<file path="src/rtl/phte_pkg.sv">
// Shared types and constants of the profile HMM transition estimator.
// Holds the command, status, state kind and controller state codes.
// No dependencies; phte_datapath, phte_ctrl and the top module import it.
`default_nettype none

package phte_pkg;

    typedef enum logic [1:0] {
        CMD_CLEAR = 2'd0,
        CMD_LOAD  = 2'd1,
        CMD_BUILD = 2'd2,
        CMD_READ  = 2'd3
    } cmd_t;

    typedef enum logic [1:0] {
        ST_OK    = 2'd0,
        ST_PHASE = 2'd1,
        ST_RANGE = 2'd2
    } status_t;

    typedef enum logic [1:0] {
        K_BEGIN  = 2'd0,
        K_MATCH  = 2'd1,
        K_INSERT = 2'd2,
        K_DELETE = 2'd3
    } kind_t;

    typedef enum logic [4:0] {
        S_IDLE,
        S_DECODE,
        S_LOAD_DIV,
        S_LOAD_GAP_RD,
        S_LOAD_GAP_WR,
        S_B_GAP_RD,
        S_B_GAP_CHK,
        S_B_SYM_RD,
        S_B_SYM_CHK,
        S_B_TRANS_WR,
        S_B_END_RD,
        S_B_END_WR,
        S_R_SUM,
        S_R_DIV_GO,
        S_R_DIV_WAIT,
        S_EMIT
    } state_t;

    localparam logic [1:0] REG_NUM_ROWS      = 2'd0;
    localparam logic [1:0] REG_NUM_COLUMNS   = 2'd1;
    localparam logic [1:0] REG_GAP_THRESHOLD = 2'd2;

    localparam logic [1:0] SYM_OTHER  = 2'd0;
    localparam logic [1:0] SYM_NUCLEO = 2'd1;
    localparam logic [1:0] SYM_GAP    = 2'd2;

    localparam logic [1:0] SLOT_END = 2'd3;

    localparam logic [7:0] CH_GAP = 8'h5F;
    localparam logic [7:0] CH_A   = 8'h41;
    localparam logic [7:0] CH_T   = 8'h54;
    localparam logic [7:0] CH_G   = 8'h47;
    localparam logic [7:0] CH_C   = 8'h43;

    localparam logic [6:0] RESET_NUM_ROWS      = 7'd64;
    localparam logic [6:0] RESET_NUM_COLUMNS   = 7'd64;
    localparam logic [6:0] RESET_GAP_THRESHOLD = 7'd2;

    localparam int PROB_BITS = 17;
    localparam int PROB_ONE  = 65536;

    typedef struct packed {
        logic    latch;
        logic    clear;
        logic    div_start_load;
        logic    col_take;
        logic    sym_wr;
        logic    gap_rd_load;
        logic    gap_wr_load;
        logic    bld_init;
        logic    gap_rd_bld;
        logic    gap_chk;
        logic    walk_init;
        logic    sym_rd;
        logic    trans_rd;
        logic    trans_wr;
        logic    col_adv;
        logic    end_rd;
        logic    end_wr;
        logic    row_adv;
        logic    set_built;
        logic    rd_cnt;
        logic    rd_sum;
        logic    div_start_prob;
        logic    div_take;
        logic    emit;
        logic    emit_full;
        status_t emit_status;
    } ctrl_cmd_t;

    typedef struct packed {
        cmd_t    cmd;
        logic    load_ok;
        logic    col_ok;
        logic    build_ok;
        status_t read_status;
        logic    div_idle;
        logic    col_last;
        logic    row_last;
        logic    skip;
        logic    total_zero;
        logic    prob_last;
        logic    out_free;
    } dp_stat_t;

endpackage

`default_nettype wire

</file>
<file path="src/rtl/phte_ctrl.sv">
// Controller state machine of the estimator.
// Sequences load, build and read work through command and status structs.
// Depends on phte_pkg.
`default_nettype none

module phte_ctrl (
    input  wire logic                clk,
    input  wire logic                rst_n,
    input  wire logic                in_valid,
    output logic                     in_ready,
    input  wire phte_pkg::dp_stat_t  st,
    output phte_pkg::ctrl_cmd_t      cmd
);

    import phte_pkg::*;

    state_t  state_reg, state_next;
    status_t est_reg, est_next;
    logic    efull_reg, efull_next;

    always_ff @(posedge clk or negedge rst_n)
    begin
        if (!rst_n)
        begin
            state_reg <= S_IDLE;
            est_reg   <= ST_OK;
            efull_reg <= 1'b0;
        end
        else
        begin
            state_reg <= state_next;
            est_reg   <= est_next;
            efull_reg <= efull_next;
        end
    end

    always_comb
    begin
        state_next = state_reg;
        est_next   = est_reg;
        efull_next = efull_reg;
        cmd        = '0;
        cmd.emit_status = est_reg;
        cmd.emit_full   = efull_reg;
        in_ready   = 1'b0;
        case (state_reg)
            S_IDLE:
            begin
                in_ready = 1'b1;
                if (in_valid)
                begin
                    cmd.latch  = 1'b1;
                    state_next = S_DECODE;
                end
            end
            S_DECODE:
            begin
                est_next   = ST_OK;
                efull_next = 1'b0;
                case (st.cmd)
                    CMD_CLEAR:
                    begin
                        cmd.clear  = 1'b1;
                        state_next = S_EMIT;
                    end
                    CMD_LOAD:
                    begin
                        if (!st.load_ok)
                        begin
                            est_next   = ST_PHASE;
                            state_next = S_EMIT;
                        end
                        else if (st.col_ok)
                        begin
                            state_next = S_LOAD_GAP_RD;
                        end
                        else
                        begin
                            cmd.div_start_load = 1'b1;
                            state_next         = S_LOAD_DIV;
                        end
                    end
                    CMD_BUILD:
                    begin
                        if (!st.build_ok)
                        begin
                            est_next   = ST_PHASE;
                            state_next = S_EMIT;
                        end
                        else
                        begin
                            cmd.bld_init = 1'b1;
                            state_next   = S_B_GAP_RD;
                        end
                    end
                    default:
                    begin
                        if (st.read_status != ST_OK)
                        begin
                            est_next   = st.read_status;
                            state_next = S_EMIT;
                        end
                        else
                        begin
                            cmd.rd_cnt = 1'b1;
                            state_next = S_R_SUM;
                        end
                    end
                endcase
            end
            S_LOAD_DIV:
            begin
                if (st.div_idle)
                begin
                    cmd.col_take = 1'b1;
                    state_next   = S_LOAD_GAP_RD;
                end
            end
            S_LOAD_GAP_RD:
            begin
                cmd.sym_wr      = 1'b1;
                cmd.gap_rd_load = 1'b1;
                state_next      = S_LOAD_GAP_WR;
            end
            S_LOAD_GAP_WR:
            begin
                cmd.gap_wr_load = 1'b1;
                state_next      = S_EMIT;
            end
            S_B_GAP_RD:
            begin
                cmd.gap_rd_bld = 1'b1;
                state_next     = S_B_GAP_CHK;
            end
            S_B_GAP_CHK:
            begin
                cmd.gap_chk = 1'b1;
                if (st.col_last)
                begin
                    cmd.walk_init = 1'b1;
                    state_next    = S_B_SYM_RD;
                end
                else
                begin
                    state_next = S_B_GAP_RD;
                end
            end
            S_B_SYM_RD:
            begin
                cmd.sym_rd = 1'b1;
                state_next = S_B_SYM_CHK;
            end
            S_B_SYM_CHK:
            begin
                if (st.skip)
                begin
                    cmd.col_adv = 1'b1;
                    state_next  = st.col_last ? S_B_END_RD : S_B_SYM_RD;
                end
                else
                begin
                    cmd.trans_rd = 1'b1;
                    state_next   = S_B_TRANS_WR;
                end
            end
            S_B_TRANS_WR:
            begin
                cmd.trans_wr = 1'b1;
                cmd.col_adv  = 1'b1;
                state_next   = st.col_last ? S_B_END_RD : S_B_SYM_RD;
            end
            S_B_END_RD:
            begin
                cmd.end_rd = 1'b1;
                state_next = S_B_END_WR;
            end
            S_B_END_WR:
            begin
                cmd.end_wr  = 1'b1;
                cmd.row_adv = 1'b1;
                if (st.row_last)
                begin
                    cmd.set_built = 1'b1;
                    state_next    = S_EMIT;
                end
                else
                begin
                    state_next = S_B_SYM_RD;
                end
            end
            S_R_SUM:
            begin
                cmd.rd_sum = 1'b1;
                efull_next = 1'b1;
                state_next = S_R_DIV_GO;
            end
            S_R_DIV_GO:
            begin
                if (st.total_zero)
                begin
                    state_next = S_EMIT;
                end
                else
                begin
                    cmd.div_start_prob = 1'b1;
                    state_next         = S_R_DIV_WAIT;
                end
            end
            S_R_DIV_WAIT:
            begin
                if (st.div_idle)
                begin
                    cmd.div_take = 1'b1;
                    state_next   = st.prob_last ? S_EMIT : S_R_DIV_GO;
                end
            end
            S_EMIT:
            begin
                if (st.out_free)
                begin
                    cmd.emit   = 1'b1;
                    state_next = S_IDLE;
                end
            end
            default:
            begin
                state_next = S_IDLE;
            end
        endcase
    end

endmodule

`default_nettype wire

</file>
<file path="config.mk">
export PLATFORM = sky130hd
export DESIGN_NAME = phte_ctrl
export DESIGN_NICKNAME = d
export VERILOG_FILES = /design/src/rtl/phte_pkg.sv /design/src/rtl/phte_ctrl.sv
export SDC_FILE = /design/constraint.sdc
export NUM_CORES = 1
export LEC_CHECK = 0
export BUFFER_PORTS_ARGS = -buffer_cell sky130_fd_sc_hd__buf_4
export CORE_AREA = 4 4 51 53
export CTS_CLUSTER_SIZE = 24
export DETAILED_ROUTE_END_ITERATION = 10
export DIE_AREA = 0 0 55 57
export GPL_TIMING_DRIVEN = 0
export PLACE_DENSITY = 0.77
export SLEW_MARGIN = 10
export SYNTH_ARGS = -nofsm -noshare
export SYNTH_HDL_FRONTEND = slang
export SYNTH_SLANG_ARGS = --single-unit
</file>
<file path="constraint.sdc">
create_clock -name clk -period 4.7 [get_ports clk]
set_input_delay 0.47 -clock clk [delete_from_list [all_inputs] [get_ports clk]]
set_output_delay 0.47 -clock clk [all_outputs]
set_load 0.01 [all_outputs]
</file>
# Word level (Yosys, flattened, before mapping)
# Cells that the tools add are included.
# word_totals
reg_bits,8
in_bits,17
out_inout_bits,28
elab_cells,87
# classes
eq_ne,21
mux,57
reduce_logical,6
# ops
cell,n
$pmux 5 s16,1
$eq 5x4->1 const B,8
$mux 1,35
$eq 5x3->1 const B,4
$mux 4,5
$mux 5,4
$pmux 5 s3,1
$mux 2,7
$eq 5x2->1 const B,2
$ne 2x2->1 const B,4
$pmux 2 s3,1
$eq 5x1->1 const B,1
$logic_not 5->1,1
$pmux 1 s2,2
$reduce_and 4->1,1
$reduce_bool 2->1,2
$mux 3,1
$reduce_or 3->1,1
$eq 2x1->1 const B,1
$eq 2x2->1 const B,1
$logic_not 2->1,1

# Longest topological paths before layout
# Gate-level depths: netlist (run 1).
# depth
depth_word,4
ltp_mapped,7
ltp_nobuf,5

# Least setup slack after synthesis (run 1)
# Ideal clock, no wire load.
# synth_path
kind,register -> output
startpoint,register state_reg[1]
endpoint,output cmd[24] in the netlist's numbering
t_arrival_ps,1406
path_slack_ps,2824
path_stages_with_launch,4
cell_sequence,dfrtp_1 > or4b_4 > buf_6 > nor3_1
# synth_lines
element,line,source
"start, declared",phte_ctrl.sv:17,"state_t state_reg, state_next;"
"start signal, assigned",phte_ctrl.sv:31,state_reg <= state_next;
"end, declared",phte_ctrl.sv:12,output phte_pkg::ctrl_cmd_t cmd

==> flow_metrics.env, run 1 <==
export IMPL_post_cts_resized=0
export IMPL_cts_sinks=7
export IMPL_cts_max_path_buffers=2
export IMPL_ys_warnings_count=0
export IMPL_grt_max_degree=11
export IMPL_grt_met3_usage=0.00783
export IMPL_first_global_vias=999
export IMPL_grt_pass1_wl_mm=4.36
export IMPL_num_vias=1051
export IMPL_required_ps=4230
export IMPL_p_int_uw=366
export IMPL_cts_htree_levels=1
export IMPL_final_antenna_net_count=0
export IMPL_place_congestion=0.886
export IMPL_slew_viol_final=0
export IMPL_switching_share=0.492
export IMPL_timing_fmax_mhz=425
export IMPL_area_growth_synth_to_final_pct=45.7
export IMPL_synthCells=117
export IMPL_fp_dieH_um=57
export IMPL_period_share=0.501
export IMPL_track_usage=0.181
export IMPL_fin_skew_ps=5.32
export IMPL_hold_violations=0
export IMPL_rsz0062_at_grt="false"
export IMPL_pre_cts_ws_ps=2680
export IMPL_p_seq_frac=0.160
export IMPL_finalSetupViolations=0
export IMPL_fill_cells=206
export IMPL_fin_ws_ps=2350
export IMPL_yosys_register_bits=7
export IMPL_post_drt_wl_per_cell_um=13.6
export IMPL_hold_path_class="in -> async"
export IMPL_status="completed"
export IMPL_critPathMaxFanout=10
export IMPL_synth_seq_area_share=0.212
export IMPL_syn_area_um2=825
export IMPL_initialDrtViolationCount=28
export IMPL_die_w_um=55
export IMPL_syn_area_per_cell_um2=7.05
export IMPL_drt_total_wl_mm=2.60
export IMPL_power_frac_comb=0.764
export IMPL_setup_tns_ps=0
export IMPL_core_um2=2150
export IMPL_synth_fp_nets=134
export IMPL_busiest_layer="met2"
export IMPL_cts_tree="yes"
export IMPL_dr_pass1_iters=4
export IMPL_max_vdd_ir_drop_mv=0.373
export IMPL_yosys_top_cells_area="dfrtp_1 21%, nor2_1 6.4%, nand2_1 5.9%"
export IMPL_startpoint_type="flip-flop"
export IMPL_clk_latency_ps=250
export IMPL_hpwl_mm=2.08
export IMPL_diodes=0
export IMPL_cts_buffers=3
export IMPL_power_density_nw_per_um2=600
export IMPL_synth_area_leader_cell="dfrtp_1"
export IMPL_end_kind="primary output"
export IMPL_fin_crit_ps=2350
export IMPL_tightest_slew_ps=428
export IMPL_start_util=0.384
export IMPL_p_clk_frac=0.076
export IMPL_synth_ff_type="dfrtp_1"
export IMPL_synth_async_reset_ratio=1.00
export IMPL_grt_met2_usage=0.284
export IMPL_crit_type="reg -> out"
export IMPL_drive_above_1_share=0.362
export IMPL_cts_clk_slew_worst_paths_ps=50
export IMPL_met1_usage=0.250
export IMPL_portBuffers=42
export IMPL_io_pins=45
export IMPL_switchingPower_uw=355
export IMPL_max_slew_margin=0.715
export IMPL_grt_overflow=0
export IMPL_final_nets=181
export IMPL_synth_cell_types=39
export IMPL_die_area_um2=3140
export IMPL_ys_top_cells_by_count="14 x nor2_1, 13 x nand2_1, 9 x nor3_1, 7 x dfrtp_1, 6 x o21ai_0"
export IMPL_synth_top_cell_area_share=0.212
export IMPL_p_leak_nw=0.560
export IMPL_cts_root_buffer="clkbuf_4"
export IMPL_viasPerCell=5.50
export IMPL_synth_edff_count=0
export IMPL_cts_setup_buffers=0
export IMPL_antenna_found_initial=0
export IMPL_cp_arrival_ps=1880
export IMPL_remaining_drc_errors=0
export IMPL_largest_register_ffs=4
export IMPL_rows=17
export IMPL_hold_buffers=0
export IMPL_max_cap_violations=0
export IMPL_yosysMostFrequentCell="nor2_1"
## path summary, 6_finish.rpt
kind / depth (start not counted) / end / slack [ps] / startpoint
worst max-delay path: 5 / cmd[16] / 2350 / state_reg[1]$_DFFE_PN0P_
worst min-delay path: 1 / state_reg[0]$_DFFE_PN0P_ / 20 / rst_n
worst max register to register: 6 / state_reg[0]$_DFFE_PN0P_ / 2940 / state_reg[1]$_DFFE_PN0P_
worst min register to register: 2 / est_reg[1]$_DFFE_PN0P_ / 480 / est_reg[1]$_DFFE_PN0P_
max in group asynchronous: 1 / est_reg[0]$_DFFE_PN0P_ / 4560 / rst_n
min in group clk: 2 / est_reg[1]$_DFFE_PN0P_ / 480 / est_reg[1]$_DFFE_PN0P_
## final cells by class
| type | count | area, um^2 | area share |
|---|---|---|---|
| multi-input cells | 91 | 549 | 0.457 |
| flip-flops and latches | 7 | 175 | 0.146 |
| inverters | 5 | 18.8 | 0.0156 |
| well taps | 28 | 35.0 | 0.0292 |
| repair buffers | 42 | 315 | 0.263 |
| clock buffers | 4 | 26.3 | 0.0219 |
| plain buffers | 14 | 81.3 | 0.0677 |
## kinds of logic after synthesis
family / share of synthesized area
compound gates: 0.267
xor+xnor: 0.0106
buf+inv: 0.121
flops: 0.212
mux: 0.0121
simple gates: 0.376
## power groups by stage
stage / Combinational [mW] / Clock, mW / Sequential, mW
after global placement: 0.536 / 0 / 0.114
after detailed placement: 0.546 / 0 / 0.116
final: 0.551 / 0.0547 / 0.116
after global routing: 0.615 / 0.0590 / 0.120
after floorplan: 0.373 / 0 / 0.113
after CTS: 0.548 / 0.0555 / 0.115
## routing by layer
| layer | vias to the layer above | part of all wire | wire [um] |
|---|---|---|---|
| met5 | - | 0 | 0 |
| met4 | 0 | 0.020 | 51 |
| met3 | 8 | 0.061 | 158 |
| met2 | 45 | 0.51 | 1320 |
| met1 | 482 | 0.41 | 1070 |
| li1 | 516 | - | - |
## worst max-delay path, cell delays in order, from the launching register on
cell      delay [ps]
dfrtp_1          500
clkbuf_1         370
buf_2            310
nand2_1          120
nor3_1           180
buf_4            150
## layout by cell type (no fill, tap or decap), types with 2 or more instances in the layout
master    Yosys  routed
o21ai_0       6       6
buf_2         5       5
and2_1        3       3
nor2_1       14      14
buf_4         4      46
nand3_1       4       4
nor3_1        9       9
clkbuf_1      3       4
nand2_1      13      13
nand2b_1      4       4
a32oi_1       2       2
nor4_1        2       2
a221oi_1      3       3
o32ai_1       2       2
clkbuf_4      0       3
a31oi_1       2       2
a21oi_1       2       2
nand3b_1      3       3
a32o_1        2       2
nor2b_1       4       4
dfrtp_1       7       7
inv_1         5       5
## metrics by stage
stage / total power [mW] / instances / area, um^2 / hold WS (ps) / util
final: 0.721 / 191 / 1200 / 16.2 / 0.559
after global routing: 0.794 / 191 / 1200 / 18.0 / 0.559
after CTS: 0.718 / 191 / 1200 / 19.1 / 0.559
after detailed placement: 0.662 / 187 / 1170 / 288 / 0.547
after global placement: 0.650 / 187 / 1170 / 282 / 0.547
after floorplan: 0.486 / 117 / 825 / 174 / -
Note: power is estimated with default switching activity, not from simulation.
==> run 2, diff against run 1 <==
==> constraint.sdc (replaced) <==
create_clock -name clk -period 2.3 [get_ports clk]
set_input_delay 0.23 -clock clk [delete_from_list [all_inputs] [get_ports clk]]
set_output_delay 0.23 -clock clk [all_outputs]
set_load 0.01 [all_outputs]
==> flow_metrics.env, run 2 (synthesized netlist as in run 1, its figures left out) <==
export IMPL_required_ps=2070
export IMPL_post_cts_resized=0
export IMPL_dr_pass1_iters=4
export IMPL_final_nets=182
export IMPL_grt_max_degree=11
export IMPL_final_antenna_net_count=0
export IMPL_crit_chain="clkbuf_1 -> buf_2 -> nand2_1 -> nor3_1 -> buf_4"
export IMPL_period_share=0.920
export IMPL_startpoint_type="flip-flop"
export IMPL_cts_tree="yes"
export IMPL_crit_type="reg -> out"
export IMPL_place_congestion=0.886
export IMPL_io_pins=45
export IMPL_grt_overflow=0
export IMPL_post_drt_wl_per_cell_um=13.7
export IMPL_num_vias=1061
export IMPL_wl_met2_mm=1.33
export IMPL_first_global_vias=1010
export IMPL_max_slew_margin=0.706
export IMPL_fin_skew_ps=5.91
export IMPL_drt_met1_wl_mm=1.09
export IMPL_seq_area_um2=175
export IMPL_hold_path_class="in -> reg"
export IMPL_clk_latency_ps=250
export IMPL_layout_common_cells="46 x buf_4, 14 x nor2_1, 13 x nand2_1"
export IMPL_grt_pass1_wl_mm=4.38
export IMPL_setup_tns_ps=0
export IMPL_dp_cells=187
export IMPL_cts_root_buffer="clkbuf_4"
export IMPL_start_util=0.384
export IMPL_power_density_nw_per_um2=1220
export IMPL_hold_violations=0
export IMPL_viasPerCell=5.53
export IMPL_crit_slowest_cell="dfrtp_1"
export IMPL_fin_ws_ps=183
export IMPL_timing_fmax_mhz=472
export IMPL_largest_register_ffs=4
export IMPL_slew_viol_final=0
export IMPL_track_usage=0.182
export IMPL_multi_input_area_um2=549
export IMPL_end_kind="primary output"
export IMPL_pre_cts_ws_ps=519
export IMPL_status="completed"
export IMPL_portBuffers=42
export IMPL_fin_crit_ps=2120
export IMPL_final_common_cell="buf_4"
export IMPL_fill_cells=206
export IMPL_max_vdd_ir_drop_mv=0.766
export IMPL_met3WireLength_um=146
export IMPL_rsz0062_at_grt="false"
export IMPL_die_w_um=55
export IMPL_cts_sinks=7
export IMPL_cp_arrival_ps=1890
export IMPL_dr_max_layer_used="met4"
export IMPL_critPathMaxFanout=10
export IMPL_core_um2=2150
export IMPL_finalSetupViolations=0
export IMPL_r2r_slack_ps=540
export IMPL_drive_above_1_share=0.360
export IMPL_cts_clk_slew_worst_paths_ps=50
export IMPL_drt_total_wl_mm=2.62
export IMPL_p_leak_nw=0.564
export IMPL_area_growth_synth_to_final_pct=46.9
export IMPL_antenna_found_initial=0
export IMPL_tightest_slew_ps=441
export IMPL_max_stage_delay_ps=500
export IMPL_stdcell_count=192
export IMPL_diodes=0
export IMPL_cts_buffers=3
export IMPL_max_cap_violations=0
export IMPL_cts_htree_levels=1
export IMPL_rows=17
export IMPL_die_area_um2=3140
export IMPL_initialDrtViolationCount=29
export IMPL_fp_dieH_um=57
export IMPL_remaining_drc_errors=0
export IMPL_hpwl_mm=2.08
export IMPL_cts_max_path_buffers=2
run 2: cell types whose count changed in the layout (fill, tap and decap cells not counted):
cell	delta
dlygate4sd3_1	+1
run 2: per-stage QoR:
stage                     power [mW]   util  instance area (um^2)  hold WS, ps
after floorplan                0.994      -                   825        -65.6
final                           1.48  0.564                  1210          266
after global routing            1.62  0.564                  1210          287
after CTS                       1.47  0.564                  1210          264
after global placement          1.33  0.547                  1170         42.5
after detailed placement        1.35  0.547                  1170         48.0
run 2: critical path, delay by kind of cell, from the launching register on:
family | cells | cell delay (ps)
buffers and inverters | 3 | 830
DFF | 1 | 500
and+or+nand+nor | 2 | 300
run 2: worst paths after layout:
path	cells past startpoint	end	from
hold / removal	3	est_reg[1]$_DFFE_PN0P_	st[8]
min in group asynchronous	2	state_reg[0]$_DFFE_PN0P_	rst_n
setup reg to reg	6	state_reg[0]$_DFFE_PN0P_	state_reg[1]$_DFFE_PN0P_
hold reg to reg	2	est_reg[1]$_DFFE_PN0P_	est_reg[1]$_DFFE_PN0P_
max in group asynchronous	2	state_reg[2]$_DFFE_PN0P_	rst_n
setup / recovery	5	cmd[16]	state_reg[1]$_DFFE_PN0P_
run 2: power breakdown:
group | internal (mW) | total (mW) | switching [mW]
sequential | 0.190 | 0.236 | 0.0457
combinational | 0.493 | 1.13 | 0.637
clock | 0.0662 | 0.112 | 0.0459
total | 0.749 | 1.48 | 0.728
run 2: timing repair:
action | 4_1_cts | 5_1_grt
buffers inserted | 0 | 0
hold endpoints to repair | 7 | 0
hold buffers | 1 | 0
run 2: cell type report:
type / count / share of cell area
flip-flops and latches: 7 / 0.145
plain buffers: 14 / 0.0671
clock buffers: 4 / 0.0217
multi-input cells: 91 / 0.454
inverters: 5 / 0.0155
repair buffers: 43 / 0.269
well taps: 28 / 0.0289
run 2: routing by layer:
layer  global-route usage  vias to the layer above
met5                    0                        -
met4               0.0868                        0
met3              0.00783                        8
met2                0.287                       44
met1                0.249                      493
li1                     -                      516
